--- src/pacb_pkg.sv ---
// ----------------------------------------------------------------------------
// pacb_pkg
// Shared widths, defaults, queue and divider records, and state encodings
// for the polygon area, centroid and bounding box block.
// ----------------------------------------------------------------------------
package pacb_pkg;

   localparam int COORD_W          = 16;
   localparam int AREA_W           = 48;
   localparam int ABS_W            = 47;
   localparam int MOM_W            = 64;
   localparam int PROD_W           = 2 * COORD_W;
   localparam int EDGE_W           = PROD_W + 1;
   localparam int SUM_W            = COORD_W + 1;
   localparam int MX_W             = SUM_W + EDGE_W;
   localparam int DEN_W            = AREA_W + 2;
   localparam int DMAG_W           = AREA_W + 1;
   localparam int QUO_W            = 16;
   localparam int STEP_W           = 4;
   localparam int VCOUNT_W         = 13;
   localparam int REQ_TDATA_W      = 2 * COORD_W;
   localparam int RSP_PAD_W        = 2;
   localparam int RSP_TDATA_W      = 208;
   localparam int RSP_TUSER_W      = 1;
   localparam int MAX_VERTICES_DEF = 4096;
   localparam int QUEUE_DEPTH_DEF  = 4;

   typedef logic signed [COORD_W-1:0] coord_type;

   typedef struct packed {
      coord_type             min_x;
      coord_type             min_y;
      logic [COORD_W-1:0]    box_w;
      logic [COORD_W-1:0]    box_h;
      logic [VCOUNT_W-1:0]   vcount;
      logic                  too_many;
   } pacb_sum_type;

   typedef struct packed {
      coord_type    ax;
      coord_type    ay;
      coord_type    bx;
      coord_type    by;
      logic         close;
      pacb_sum_type sum;
   } pacb_edge_type;

   typedef struct packed {
      logic          push;
      pacb_edge_type entry;
   } pacb_push_type;

   typedef struct packed {
      logic                    start;
      logic signed [MOM_W-1:0] num;
      logic signed [DEN_W-1:0] den;
   } pacb_div_req_type;

   typedef struct packed {
      logic                    done;
      logic signed [QUO_W-1:0] quo;
   } pacb_div_rsp_type;

   typedef enum logic {
      FR_RUN,
      FR_CLOSE
   } pacb_front_state_type;

   typedef enum logic [2:0] {
      BK_RUN,
      BK_DRAIN,
      BK_STX,
      BK_WX,
      BK_STY,
      BK_WY,
      BK_LOAD
   } pacb_back_state_type;

   typedef enum logic [1:0] {
      DV_IDLE,
      DV_CHECK,
      DV_STEP,
      DV_DONE
   } pacb_div_state_type;

endpackage

--- src/pacb_queue.sv ---
// ----------------------------------------------------------------------------
// pacb_queue
// Edge queue between intake and arithmetic; head entry is shown directly.
// ----------------------------------------------------------------------------
module pacb_queue import pacb_pkg::*; #(
   parameter int DEPTH = QUEUE_DEPTH_DEF
) (
   input  logic          clock,
   input  logic          reset,
   input  pacb_push_type push,
   output logic          full,
   input  logic          pop,
   output logic          empty,
   output pacb_edge_type head
);

   localparam int PTR_W  = $clog2(DEPTH);
   localparam int FILL_W = $clog2(DEPTH + 1);

   pacb_edge_type     mem_ff [DEPTH];
   logic [PTR_W-1:0]  wr_ptr_ff, wr_ptr_in, rd_ptr_ff, rd_ptr_in;
   logic [FILL_W-1:0] fill_ff, fill_in;
   logic              do_push, do_pop;

   assign full    = fill_ff == FILL_W'(DEPTH);
   assign empty   = fill_ff == '0;
   assign do_push = push.push && !full;
   assign do_pop  = pop && !empty;
   assign head    = mem_ff[rd_ptr_ff];

   always_comb begin
      wr_ptr_in = wr_ptr_ff;
      rd_ptr_in = rd_ptr_ff;
      fill_in   = fill_ff;
      if (do_push) begin
         wr_ptr_in = (wr_ptr_ff == PTR_W'(DEPTH - 1)) ? '0 : wr_ptr_ff + PTR_W'(1);
      end
      if (do_pop) begin
         rd_ptr_in = (rd_ptr_ff == PTR_W'(DEPTH - 1)) ? '0 : rd_ptr_ff + PTR_W'(1);
      end
      if (do_push && !do_pop) begin
         fill_in = fill_ff + FILL_W'(1);
      end else if (do_pop && !do_push) begin
         fill_in = fill_ff - FILL_W'(1);
      end
   end

   always_ff @(posedge clock) begin
      if (reset) begin
         wr_ptr_ff <= '0;
         rd_ptr_ff <= '0;
         fill_ff   <= '0;
      end else begin
         wr_ptr_ff <= wr_ptr_in;
         rd_ptr_ff <= rd_ptr_in;
         fill_ff   <= fill_in;
      end
   end

   always_ff @(posedge clock) begin
      if (do_push) begin
         mem_ff[wr_ptr_ff] <= push.entry;
      end
   end

endmodule

--- config.mk ---
export PLATFORM = sky130hd
export DESIGN_NAME = pacb_queue
export DESIGN_NICKNAME = d
export VERILOG_FILES = /design/src/pacb_pkg.sv /design/src/pacb_queue.sv
export SDC_FILE = /design/constraint.sdc
export NUM_CORES = 1
export LEC_CHECK = 0
export BUFFER_PORTS_ARGS = -buffer_cell sky130_fd_sc_hd__buf_2
export CELL_PAD_IN_SITES_DETAIL_PLACEMENT = 0
export CELL_PAD_IN_SITES_GLOBAL_PLACEMENT = 1
export CORE_UTILIZATION = 54
export DETAILED_ROUTE_END_ITERATION = 6
export PLACE_DENSITY_LB_ADDON = 0.1
export SLEW_MARGIN = 30
export SYNTH_ARGS = -nofsm -noshare
export SYNTH_HDL_FRONTEND = slang
export SYNTH_SLANG_ARGS = --single-unit
--- constraint.sdc ---
create_clock -name clock -period 7.3 [get_ports clock]
set_input_delay 1.095 -clock clock [delete_from_list [all_inputs] [get_ports clock]]
set_output_delay 1.095 -clock clock [all_outputs]
set_load 0.01 [all_outputs]
======== Word-level counts from Yosys, hierarchy flattened ========
Memories as Yosys holds them, arrays and structs flattened. A register that Yosys moved wholly into a read port is not among the register bits.
Index checks and enable logic that the tools add are counted.
storage, ports and cells
  register bits ........................... 7
  memory bits (writable) .................. 572
  bits of input ports ..................... 147
  output and inout port bits .............. 145
  word-level logic and storage cells ...... 29
  memories kept ........................... 1
cells by class
  add/subtract/negate cells ............... 4
  equality and inequality tests ........... 3
  multiplexer cells ....................... 8
  reduce and logical (&&, ||, !) cells .... 10
memory list
  memory  depth  width  rd ports  clocked after memory_dff  write ports  line              source
  mem_ff  4      143    1         1                         1            pacb_queue.sv:20  pacb_edge_type mem_ff [DEPTH];
operator list
  operator             number
  $mux 2               4
  $mux 3               2
  $add 2x1->2 const B  2
  $eq 2x2->1 const B   2
  $logic_and 1x1->1    4
  $logic_not 1->1      4
  $add 3x1->3 const B  1
  $eq 3x3->1 const B   1
  $logic_not 3->1      1
  $sub 3x1->3 const B  1
  $mux 1               2
  $reduce_bool 2->1    1

======== Depth between registers and ports, before layout ========
  depth in word-level cells ............... 7
  depth in mapped cells ................... 10
  depth with buffers taken out ............ 9

======== Worst setup path after synthesis ========
OpenSTA, ideal clock, no wires.
  path kind ............................... input port to flip-flop
  from .................................... in push[143] (netlist bit)
  to ...................................... mem mem_ff[3][0] (netlist bit), enable pin
  library setup time ...................... 0.520 ns
  arrival time ............................ 4.430 ns
  data required time ...................... 6.780 ns
  setup slack ............................. 2.350 ns
  stages on the path ...................... 1
  buffers on the path ..................... 0
  path through ............................ and3_1
on the way
  longest elaborated chain between the ends .. 3
ends and longest elaborated chain
  what                          line              source
  from (decl)                   pacb_queue.sv:10  input pacb_push_type push,
  $logic_and 1x1->1             pacb_queue.sv:27  assign do_push = push.push && !full;
  $mux 1                        pacb_queue.sv:61  if (do_push) begin
  $mux 1 (not written as such)  pacb_queue.sv:62  mem_ff[wr_ptr_ff] <= push.entry;
  to (decl)                     pacb_queue.sv:20
No other way between the ends.

==> summary.md <==
| Metric | Value |
|---|---|
| Status | `finished, final reports clean` |
| Mapped Cells | `797` |
| Crit-path max cell delay | `760 ps` |
| #FFs+latches synth | `581` |
| Gpl congestion | `0.712` |
| Actual slew at the worst max-slew pin | `936 ps` |
| Full die area | `39800 um^2` |
| Relative slew margins | `37.6%` |
| Setup TNS Final | `0 ps` |
| CTS tree | `yes` |
| Critical Path RT | `6200 ps` |
| Number of port buffers | `291` |
| CTS Hold Bufs | `0` |
| P_sw | `2.15 mW` |
| Max Slew Vio Count | `0` |
| Kind of critical path | `reg2out` |
| Arrival time worst endpoint | `3130 ps` |
| Unique masters post-synth | `22` |
| Unrepaired setup endpoints after global routing | `false` |
| PwrDens | `346 nW/um^2` |
| Routed WL | `38900 um` |
| CTS Buf Count | `56` |
| Starting Density | `55.4%` |
| Max cap viols | `0` |
| Final core utilization | `65.4%` |
| GRT Total Usage | `19.8%` |
| ANT nets after route | `0` |
| Syn nets | `951` |
| Pre-CTS worst setup slack | `3690 ps` |
| Leading cell type in the layout, fill and taps excluded | `edfxtp_1` |
| Hold_sp | `fill_ff[2]$_SDFFE_PP0P_` |
| Final Hold Vio Count | `0` |
| R2R Path Start | `fill_ff[0]$_SDFFE_PP0P_` |
| Post-layout nets | `1275` |
| Number of setup buffers added after CTS | `0` |
| WL/cell | `23.2 um` |
| Most frequent cells in the layout | `edfxtp_1 (572), buf_2 (291), mux4_2 (143)` |
| CTS Root Cell | `clkbuf_16` |
| Iteration-0 DRC Markers | `398` |
| Area grow syn2layout | `18.0%` |
| Setup ws final | `3070 ps` |
| Syn_area_per_cell | `26.4 um^2` |
| Hold Slack | `518 ps` |
| Vias | `9348` |
| Clock latency on the worst-skew pair | `580 ps` |
| Max VDD drop | `0.290 mV` |
| Yosys warnings | `0` |
| Top Family by Delay on Critical Path | `buffers and inverters` |
| Syn Std Cell Area | `21100 um^2` |
| WP buf/inv | `3` |
| Vias in the first global route | `9487` |
| Clock-pin slew on the worst setup and hold paths | `60 ps` |
| Setup-failing EPs final | `0` |
| Combinational Power Share | `19.7%` |
| First-pass GRT wire length | `57300 um` |
| Seq pwr share | `48.4%` |
| Crit path cell chain | `buf_12 > buf_16 > mux4_2 > buf_2` |
| Placed cell area | `23100 um^2` |
| Hold Path Class | `reg2reg` |
| CP max stage cell | `dfxtp_4` |
| Pint | `6.44 mW` |
| Vias per cell | `5.57` |
| Initial antenna violation count | `14` |
| Final HPWL DP | `22300 um` |
| Final Cell Area | `24900 um^2` |
| Clock network power share | `32.0%` |
| DRC | `0` |
| GRT overflow | `0` |
| Highest Clock Rate | `236 MHz` |
| Die height | `200 um` |
| CP Launch Type | `flop` |
| Min Tclk post-route | `4230 ps` |
| CTS Sinks | `581` |
| # resized after CTS | `0` |
| CTS Buffer Depth | `3` |
| Core area | `38000 um^2` |
| Layout cell share with drive strength beyond 1 | `44.8%` |
| Final worst path period share | `57.9%` |
| Critical Path Fanout Max | `73` |
| LEAKAGE | `8.28 nW` |
| Seq/Total Area, Yosys | `82.4%` |
| Die width | `200 um` |
| Crit end category | `output pin` |
| Sw Ratio | `25.0%` |
| IO Count | `292` |
| Setup Skew | `13.6 ps` |
| H-tree levels | `2` |
| Pin count of the biggest net entering global routing | `120` |
| DR pass1 iterations | `5` |
| Row Count | `71` |
==> flip-flops by register name (all words and copies together) (netlist names), named ones only <==
signal     flops
rd_ptr_ff      2
wr_ptr_ff      2
fill_ff        3
mem_ff       572
==> worst register-to-register path: stages (launching register included) <==
cell and delay, ps:
dfxtp_1 440, or3b_1 310, and3_4 870, buf_4 730
==> per-layer routing <==
metal	track usage (%)	part of all wire, %	vias to the layer above
met5	0	0.39	-
met4	6.87	2.3	22
met3	6.51	8.1	81
met2	30.6	48	273
met1	26.6	41	4864
li1	-	-	4108
==> cell families after synthesis <==
family                   Yosys count  synth area share (%)
flip-flops                       581                  82.4
multiplexers                     145                  15.4
buffers and inverters             39                  1.12
AND/OR/NAND/NOR                   16                 0.404
AO/OA/AOI/OAI                      7                 0.190
adder cells (fa/ha/maj)            7                 0.451
XOR/XNOR                           2                0.0831
==> power by group through the flow <==
stage / Clock (mW) / Combinational, mW / Sequential (mW)
2_1_floorplan: 0 / 1.13 / 4.20
3_3_place_gp: 0 / 1.72 / 4.22
3_5_place_dp: 0 / 1.72 / 4.23
4_1_cts: 2.81 / 1.73 / 4.16
5_1_grt: 2.93 / 1.82 / 4.19
6_report: 2.75 / 1.69 / 4.16
==> final cells by class <==
class	instances	area (um^2)
fillers	2553	13200
clock inverters	24	231
clock buffers	76	1510
flip-flops and latches	581	17400
multi-input cells	177	3500
diodes	3	7.51
well taps	511	639
repair buffers	300	1590
inverters	5	20.0
==> final timing paths <==
path | to | slack, ps | depth (start not counted)
worst max-delay path | head[113] | 3070 | 4
worst min-delay path | fill_ff[2]$_SDFFE_PP0P_ | 520 | 2
worst max register to register | mem_ff[3][8]$_DFFE_PP_ | 4560 | 3
worst min register to register | fill_ff[2]$_SDFFE_PP0P_ | 520 | 2
==> cells in the mapped netlist <==
cell / instances / share of area (%)
nand3_1: 2 / 0.048
mux2i_1: 2 / 0.095
a21oi_1: 3 / 0.071
buf_6: 9 / 0.48
o31ai_1: 2 / 0.071
and3_1: 4 / 0.12
clkinv_2: 1 / 0.024
edfxtp_1: 572 / 82
nor3_1: 2 / 0.048
nor2_1: 4 / 0.071
xor2_1: 2 / 0.083
buf_2: 17 / 0.40
fa_1: 1 / 0.095
clkbuf_1: 8 / 0.14
inv_1: 4 / 0.071
dfxtp_1: 9 / 0.86
o21ai_0: 2 / 0.048
or3_1: 2 / 0.059
mux4_2: 143 / 15
or3b_1: 1 / 0.042
nand2_1: 1 / 0.018
ha_1: 6 / 0.36
==> per-stage QoR <==
stage	cells	total power [mW]
after floorplan	797	5.33
after global placement	1573	5.94
after detailed placement	1573	5.95
after CTS	1673	8.70
after global routing	1676	8.94
final	1677	8.59
Power figures use the tool's default switching activity.
