===== src/pacb_pkg.sv =====
// ----------------------------------------------------------------------------
// pacb_pkg
// Shared widths, defaults, queue and divider records, and state encodings
// for the polygon area, centroid and bounding box block.
// ----------------------------------------------------------------------------
package pacb_pkg;

   localparam int COORD_W          = 16;
   localparam int AREA_W           = 48;
   localparam int ABS_W            = 47;
   localparam int MOM_W            = 64;
   localparam int PROD_W           = 2 * COORD_W;
   localparam int EDGE_W           = PROD_W + 1;
   localparam int SUM_W            = COORD_W + 1;
   localparam int MX_W             = SUM_W + EDGE_W;
   localparam int DEN_W            = AREA_W + 2;
   localparam int DMAG_W           = AREA_W + 1;
   localparam int QUO_W            = 16;
   localparam int STEP_W           = 4;
   localparam int VCOUNT_W         = 13;
   localparam int REQ_TDATA_W      = 2 * COORD_W;
   localparam int RSP_PAD_W        = 2;
   localparam int RSP_TDATA_W      = 208;
   localparam int RSP_TUSER_W      = 1;
   localparam int MAX_VERTICES_DEF = 4096;
   localparam int QUEUE_DEPTH_DEF  = 4;

   typedef logic signed [COORD_W-1:0] coord_type;

   typedef struct packed {
      coord_type             min_x;
      coord_type             min_y;
      logic [COORD_W-1:0]    box_w;
      logic [COORD_W-1:0]    box_h;
      logic [VCOUNT_W-1:0]   vcount;
      logic                  too_many;
   } pacb_sum_type;

   typedef struct packed {
      coord_type    ax;
      coord_type    ay;
      coord_type    bx;
      coord_type    by;
      logic         close;
      pacb_sum_type sum;
   } pacb_edge_type;

   typedef struct packed {
      logic          push;
      pacb_edge_type entry;
   } pacb_push_type;

   typedef struct packed {
      logic                    start;
      logic signed [MOM_W-1:0] num;
      logic signed [DEN_W-1:0] den;
   } pacb_div_req_type;

   typedef struct packed {
      logic                    done;
      logic signed [QUO_W-1:0] quo;
   } pacb_div_rsp_type;

   typedef enum logic {
      FR_RUN,
      FR_CLOSE
   } pacb_front_state_type;

   typedef enum logic [2:0] {
      BK_RUN,
      BK_DRAIN,
      BK_STX,
      BK_WX,
      BK_STY,
      BK_WY,
      BK_LOAD
   } pacb_back_state_type;

   typedef enum logic [1:0] {
      DV_IDLE,
      DV_CHECK,
      DV_STEP,
      DV_DONE
   } pacb_div_state_type;

endpackage


===== src/pacb_front.sv =====
// ----------------------------------------------------------------------------
// pacb_front
// Vertex intake: keeps first and previous vertex, vertex count, overflow and
// bounding box, and turns each later vertex into an edge for the back end. After
// the final vertex, the close state issues the closing edge with summary.
// ----------------------------------------------------------------------------
module pacb_front import pacb_pkg::*; #(
   parameter int MAX_VERTICES = MAX_VERTICES_DEF
) (
   input  logic                   clock,
   input  logic                   reset,
   input  logic                   req_tvalid,
   output logic                   req_tready,
   input  logic [REQ_TDATA_W-1:0] req_tdata,
   input  logic                   req_tlast,
   input  logic                   q_full,
   output pacb_push_type          push
);

   localparam int               CNT_W   = $clog2(MAX_VERTICES + 1);
   localparam logic [CNT_W-1:0] CNT_MAX = CNT_W'(MAX_VERTICES);

   pacb_front_state_type state_ff, state_in;
   logic [CNT_W-1:0]     count_ff, count_in;
   logic                 over_ff, over_in;
   coord_type            first_x_ff, first_x_in, first_y_ff, first_y_in;
   coord_type            prev_x_ff, prev_x_in, prev_y_ff, prev_y_in;
   coord_type            lo_x_ff, lo_x_in, lo_y_ff, lo_y_in;
   coord_type            hi_x_ff, hi_x_in, hi_y_ff, hi_y_in;

   coord_type                     x, y;
   logic                          fire;
   logic [CNT_W+VCOUNT_W-1:0]     vc_wide;

   assign x       = req_tdata[COORD_W-1:0];
   assign y       = req_tdata[2*COORD_W-1:COORD_W];
   assign vc_wide = {{VCOUNT_W{1'b0}}, count_ff};

   always_ff @(posedge clock) begin
      if (reset) begin
         state_ff <= FR_RUN;
         count_ff <= '0;
         over_ff  <= 1'b0;
      end else begin
         state_ff <= state_in;
         count_ff <= count_in;
         over_ff  <= over_in;
      end
   end

   always_ff @(posedge clock) begin
      first_x_ff <= first_x_in;
      first_y_ff <= first_y_in;
      prev_x_ff  <= prev_x_in;
      prev_y_ff  <= prev_y_in;
      lo_x_ff    <= lo_x_in;
      lo_y_ff    <= lo_y_in;
      hi_x_ff    <= hi_x_in;
      hi_y_ff    <= hi_y_in;
   end

   always_comb begin
      state_in   = state_ff;
      count_in   = count_ff;
      over_in    = over_ff;
      first_x_in = first_x_ff;
      first_y_in = first_y_ff;
      prev_x_in  = prev_x_ff;
      prev_y_in  = prev_y_ff;
      lo_x_in    = lo_x_ff;
      lo_y_in    = lo_y_ff;
      hi_x_in    = hi_x_ff;
      hi_y_in    = hi_y_ff;
      req_tready = 1'b0;
      fire       = 1'b0;
      push       = '0;
      push.entry.ax = prev_x_ff;
      push.entry.ay = prev_y_ff;
      push.entry.bx = x;
      push.entry.by = y;
      case (state_ff)
         FR_RUN: begin
            req_tready = !q_full;
            fire       = req_tvalid && req_tready;
            if (fire) begin
               if (count_ff != CNT_MAX) begin
                  if (count_ff == '0) begin
                     first_x_in = x;
                     first_y_in = y;
                     lo_x_in    = x;
                     hi_x_in    = x;
                     lo_y_in    = y;
                     hi_y_in    = y;
                  end else begin
                     push.push = 1'b1;
                     if (x < lo_x_ff) lo_x_in = x;
                     if (x > hi_x_ff) hi_x_in = x;
                     if (y < lo_y_ff) lo_y_in = y;
                     if (y > hi_y_ff) hi_y_in = y;
                  end
                  prev_x_in = x;
                  prev_y_in = y;
                  count_in  = count_ff + CNT_W'(1);
               end else begin
                  over_in = 1'b1;
               end
               if (req_tlast) begin
                  state_in = FR_CLOSE;
               end
            end
         end
         FR_CLOSE: begin
            push.entry.bx           = first_x_ff;
            push.entry.by           = first_y_ff;
            push.entry.close        = 1'b1;
            push.entry.sum.min_x    = lo_x_ff;
            push.entry.sum.min_y    = lo_y_ff;
            push.entry.sum.box_w    = $unsigned(hi_x_ff - lo_x_ff);
            push.entry.sum.box_h    = $unsigned(hi_y_ff - lo_y_ff);
            push.entry.sum.vcount   = vc_wide[VCOUNT_W-1:0];
            push.entry.sum.too_many = over_ff;
            if (!q_full) begin
               push.push = 1'b1;
               count_in  = '0;
               over_in   = 1'b0;
               state_in  = FR_RUN;
            end
         end
         default: begin
            state_in = FR_RUN;
         end
      endcase
   end

endmodule


===== config.mk =====
export PLATFORM = sky130hd
export DESIGN_NAME = pacb_front
export DESIGN_NICKNAME = d
export VERILOG_FILES = /design/src/pacb_pkg.sv /design/src/pacb_front.sv
export SDC_FILE = /design/constraint.sdc
export NUM_CORES = 1
export LEC_CHECK = 0
export ABC_AREA = 1
export BUFFER_PORTS_ARGS = -buffer_cell sky130_fd_sc_hd__buf_2
export CORE_MARGIN = 5
export CORE_UTILIZATION = 55
export DETAILED_ROUTE_END_ITERATION = 8
export PLACE_DENSITY = 0.85
export SLEW_MARGIN = 20
export SYNTH_ARGS = -nofsm -noshare
export SYNTH_HDL_FRONTEND = slang
export SYNTH_SLANG_ARGS = --single-unit
export TNS_END_PERCENT = 10

===== constraint.sdc =====
create_clock -name clock -period 3.4 [get_ports clock]
set_input_delay 0.51 -clock clock [delete_from_list [all_inputs] [get_ports clock]]
set_output_delay 0.51 -clock clock [all_outputs]
set_load 0.005 [all_outputs]

# Word level (Yosys, flattened, before mapping)
# Cells that the tools add are included.
[totals] register_bits=143 inputBits=37 output_inout_bits=145 word_cells=66
[classes] addsub=3 n_lt_le_gt_ge=4 eq_ne=5 n_mux=27 bitwise=1 n_reduce_logical=15
[ops] cell="$mux 16" n=8
[ops] cell="$mux 111" n=1
[ops] cell="$mux 13" n=3
[ops] cell="$gt 16x16->1" n=2
[ops] cell="$lt 16x16->1" n=2
[ops] cell="$sub 16x16->16" n=2
[ops] cell="$pmux 13 s2" n=1
[ops] cell="$reduce_and 4->1" n=5
[ops] cell="$add 13x1->13 const B" n=1
[ops] cell="$logic_not 13->1" n=1
[ops] cell="$ne 13x13->1 const B" n=1
[ops] cell="$mux 1" n=11
[ops] cell="$reduce_and 3->1" n=3
[ops] cell="$ne 2x2->1 const B" n=4
[ops] cell="$reduce_bool 2->1" n=4
[ops] cell="$pmux 1 s2" n=3
[ops] cell="$logic_and 1x1->1" n=1
[ops] cell="$logic_not 1->1" n=1
[ops] cell="$not 1->1" n=1

# Longest topological paths before layout
[logic_depth] word_depth=5 mapped_depth=13 depth_no_buf=13

# Least setup slack after synthesis
# OpenSTA, ideal clock, no wires.
[synth_path] kind="reg2reg" from="register count_ff[0]" to="register first_x_ff[0] (enable)" setup_ns=0.421 t_arrival_ns=2.396 required_ns=2.979 setup_slack_ns=0.583 stages_incl_launch_ff=7 n_path_buf=0 synth_period_minus_slack_ns=2.817 path_cell_list="dfxtp_1 -> inv_1 -> ha_1 -> nand3_1 -> nor3_1 -> nand2_1 -> nor2_1"
[synth_via] elab_chain_cells=2 elab_cells_between_ends=3 cone_classes="eq/ne: 1; reduce/logical: 2"
[synth_lines] element="start: declaration" line_no="pacb_front.sv:24" source="logic [CNT_W-1:0] count_ff, count_in;"
[synth_lines] element="start signal: assignment" line_no="pacb_front.sv:46" source="count_ff <= count_in;"
[synth_lines] element="$ne 13x13->1 or $logic_not 13->1 (tied branches)" line_no="pacb_front.sv:86, pacb_front.sv:87"
[synth_lines] element="$reduce_and 4->1 (no line) *"
[synth_lines] element="end signal: assignment" line_no="pacb_front.sv:52" source="first_x_ff <= first_x_in;"
[synth_lines] element="end: declaration" line_no="pacb_front.sv:26" source="coord_type first_x_ff, first_x_in, first_y_ff, first_y_in;"
# Mark *: on every way between the ends. The rest lies on a longest branch, timed or not.
# A chain may end at the register's enable or synchronous reset.

==> summary.md <==
| Metric | Value |
|---|---|
| Slew Limit Fails | 0 |
| First-pass GRT wire length | 36.4 mm |
| Period utilization | 89.2% |
| Ys async rst share | 0% |
| Number of I/O port buffers | 181 |
| Crit path max fanout | 4 |
| Pwr/cell area | 437 nW/um^2 |
| H-tree Lvls | 4 |
| Fmax | 330 MHz |
| Synth top area cells | edfxtp_1, ha_1, nand2_1, inv_1, a21oi_1 |
| Die ar. | 18800 sq um |
| Pin count of the biggest net entering global routing | 62 |
| Sequential share of the synthesized area | 46.7% |
| Overall Power | 4.65 mW |
| Post-route cell area | 10600 sq um |
| Final setup violation count | 0 |
| Relative slew slack | 59.2% |
| Fin Clk Skew | 0.00914 ns |
| Vias in the first global route | 7636 |
| FF-to-FF setup slack | 1.01 ns |
| Initial DRC count | 446 |
| CTS tree | done |
| Top post-synthesis cells by count | nand2_1, inv_1, edfxtp_1 |
| Setup TNS | 0 ns |
| Drt first pass iters | 5 |
| Post-synthesis cell type count | 33 |
| Crit path required time | 2.89 ns |
| Pleak | 5.61 nW |
| Cells on worst reg2reg path | 7 |
| WL final | 22.9 mm |
| Mapped Area | 8870 sq um |
| Die width | 137 um |
| Die extent in y | 137 um |
| Status | finished, final reports clean |
| Gp weighted congestion | 0.909 |
| DRC | 0 |
| Diodes inserted | 0 |
| Hold Path Stages | 1 |
| Reg-to-Reg End | first_y_ff[6] |
| RSZ-0062 raised after global routing | false |
| Critical Path Source Type | register |
| Final hold vios | 0 |
| Post-synth EDFFs | 128 |
| Worst Path Arrival | 2.52 ns |
| # clock sinks | 143 |
| Core box area | 15800 sq um |
| Num CTS Buffers | 17 |
| Worst slew pin tran | 0.612 ns |
| Final ANT Viol Nets | 0 |
| Clk_lat worst skew | 0.43 ns |
| Count leader, synth | nand2_1 |
| DP Area | 10100 sq um |
| Post-DP HPWL | 16.9 mm |
| Clk root buf | clkbuf_16 |
| End of the worst hold path | first_x_ff[0] |
| Row count | 46 |
| Routed WL per cell | 15.6 um |
| P&R area growth vs syn | 20.1% |
| Crit end category | primary output |
| Via count | 7732 |
| Hold_buf cts | 0 |
| Warnings, synthesis | 0 |
| Setup CP Type | reg -> out |
| Initial Util | 56.0% |
| Worst r2r src | count_ff[0] |
| Worst-case clock buffer depth | 2 |
| Overall Global Routing Usage | 24.7% |
| Share of cells above drive strength 1 | 19.2% |
| Post-Syn Instances | 1051 |
| Yosys top cell area share | 43.4% |
| Vias per cell | 5.25 |
| Hold Startpoint | req_tdata[0] |
| Initial antenna violation count | 0 |
| Synth Register Bits | 143 |
| Min-Delay Path Class | in -> reg |
| IO Count | 182 |
| Net count after synthesis | 1184 |
| Syn Area/Cell | 8.44 sq um |
| Maximum vdd drop | 0.370 mV |
| Total grt overflow | 0 |
| Post_cts resized | 0 |
| Max-cap violations | 0 |
| Dominant synthesized flop cell | edfxtp_1 |
| Nets@finish | 1376 |
| CTS clk-pin slew, worst paths | 0.06 ns |
| Setup bufs post-CTS | 0 |
| Min cycle time layout | 3.03 ns |
| Synth area leader | edfxtp_1 |
==> per-layer routing <==
layer	vias up	routed length [um]	track usage, %
met2	259	11400	42.6
li1	3833	-	-
met4	0	471	9.09
met1	3599	9650	30.1
met5	-	0	0
met3	41	1420	5.70
==> power by group <==
part	internal (mW)	switching, mW	total, mW
logic	0.252	0.452	0.704
clock network	1.15	0.756	1.90
registers	2.01	0.0331	2.04
==> cell type report <==
type | count | area (sq um)
fillers | 1230 | 5180
flip-flops and latches | 143 | 4150
multi-input cells | 699 | 3930
repair buffers | 194 | 1000
inverters | 188 | 706
clock buffers | 17 | 425
well taps | 216 | 270
clock inverters | 15 | 168
==> worst max-delay path, cell delays in order, from the launching register on <==
cell and delay (ns):
edfxtp_1 0.40, inv_1 0.07, ha_1 0.15, inv_1 0.05
fa_1 0.40, nand3_1 0.10, nand2_1 0.11, a21boi_1 0.22
nor2_1 0.11, nor2_1 0.14, o21ai_0 0.09, a21oi_1 0.14
buf_2 0.12
==> worst max path at each step <==
stage / startpoint / endpoint / slack (ns) / cells past startpoint
after global placement: req_tdata[31] / hi_y_ff[5] / 0.91 / 11
after CTS: hi_x_ff[0] / push[38] / 0.36 / 12
final: hi_x_ff[0] / push[38] / 0.37 / 12
after detailed placement: hi_x_ff[0] / push[38] / 0.86 / 12
after floorplan: count_ff[0] / first_x_ff[0] / 0.58 / 6
after global routing: hi_x_ff[0] / push[38] / 0.12 / 12
==> registers in the layout, indices dropped and copies added (netlist names) <==
signal      count
count_ff       13
first_x_ff     16
first_y_ff     16
hi_x_ff        16
hi_y_ff        16
lo_x_ff        16
lo_y_ff        16
over_ff         1
prev_x_ff      16
prev_y_ff      16
state_ff        1
==> cells in the final DEF (no fill, tap or decap), types with 4 or more instances in the layout <==
| cell | instances |
|---|---|
| a21o_1 | 9 |
| inv_1 | 183 |
| inv_2 | 4 |
| clkbuf_16 | 17 |
| dfxtp_1 | 14 |
| a21oi_1 | 78 |
| edfxtp_1 | 128 |
| nand2_1 | 293 |
| buf_4 | 13 |
| nand4_1 | 15 |
| buf_2 | 181 |
| ha_1 | 94 |
| clkinv_2 | 4 |
| nor3_1 | 21 |
| xor2_1 | 6 |
| nand3_1 | 50 |
| nor2_1 | 73 |
| o21ai_0 | 31 |
==> per-stage QoR <==
stage	std cells	hold slack [ns]	worst slack, ns	util, %
after floorplan	1051	0.426	0.583	-
after global placement	1440	0.448	0.908	63.5
after detailed placement	1440	0.449	0.864	63.5
after CTS	1472	0.318	0.363	67.3
after global routing	1472	0.320	0.117	67.3
final	1472	0.325	0.367	67.3
==> cells by family (layout without fill, tap and decap cells) <==
| logic type | Yosys count | in the layout | share of synthesized area (%) |
|---|---|---|---|
| and+or+nand+nor | 462 | 462 | 21.5 |
| buffers and inverters | 209 | 414 | 9.06 |
| DFF | 143 | 143 | 46.7 |
| AOI/OAI and AO/OA | 132 | 132 | 8.11 |
| adders and majority gates | 96 | 96 | 13.7 |
| xor gates and xnor gates | 9 | 9 | 0.889 |
No activity file was read; power rests on OpenSTA's default activity.
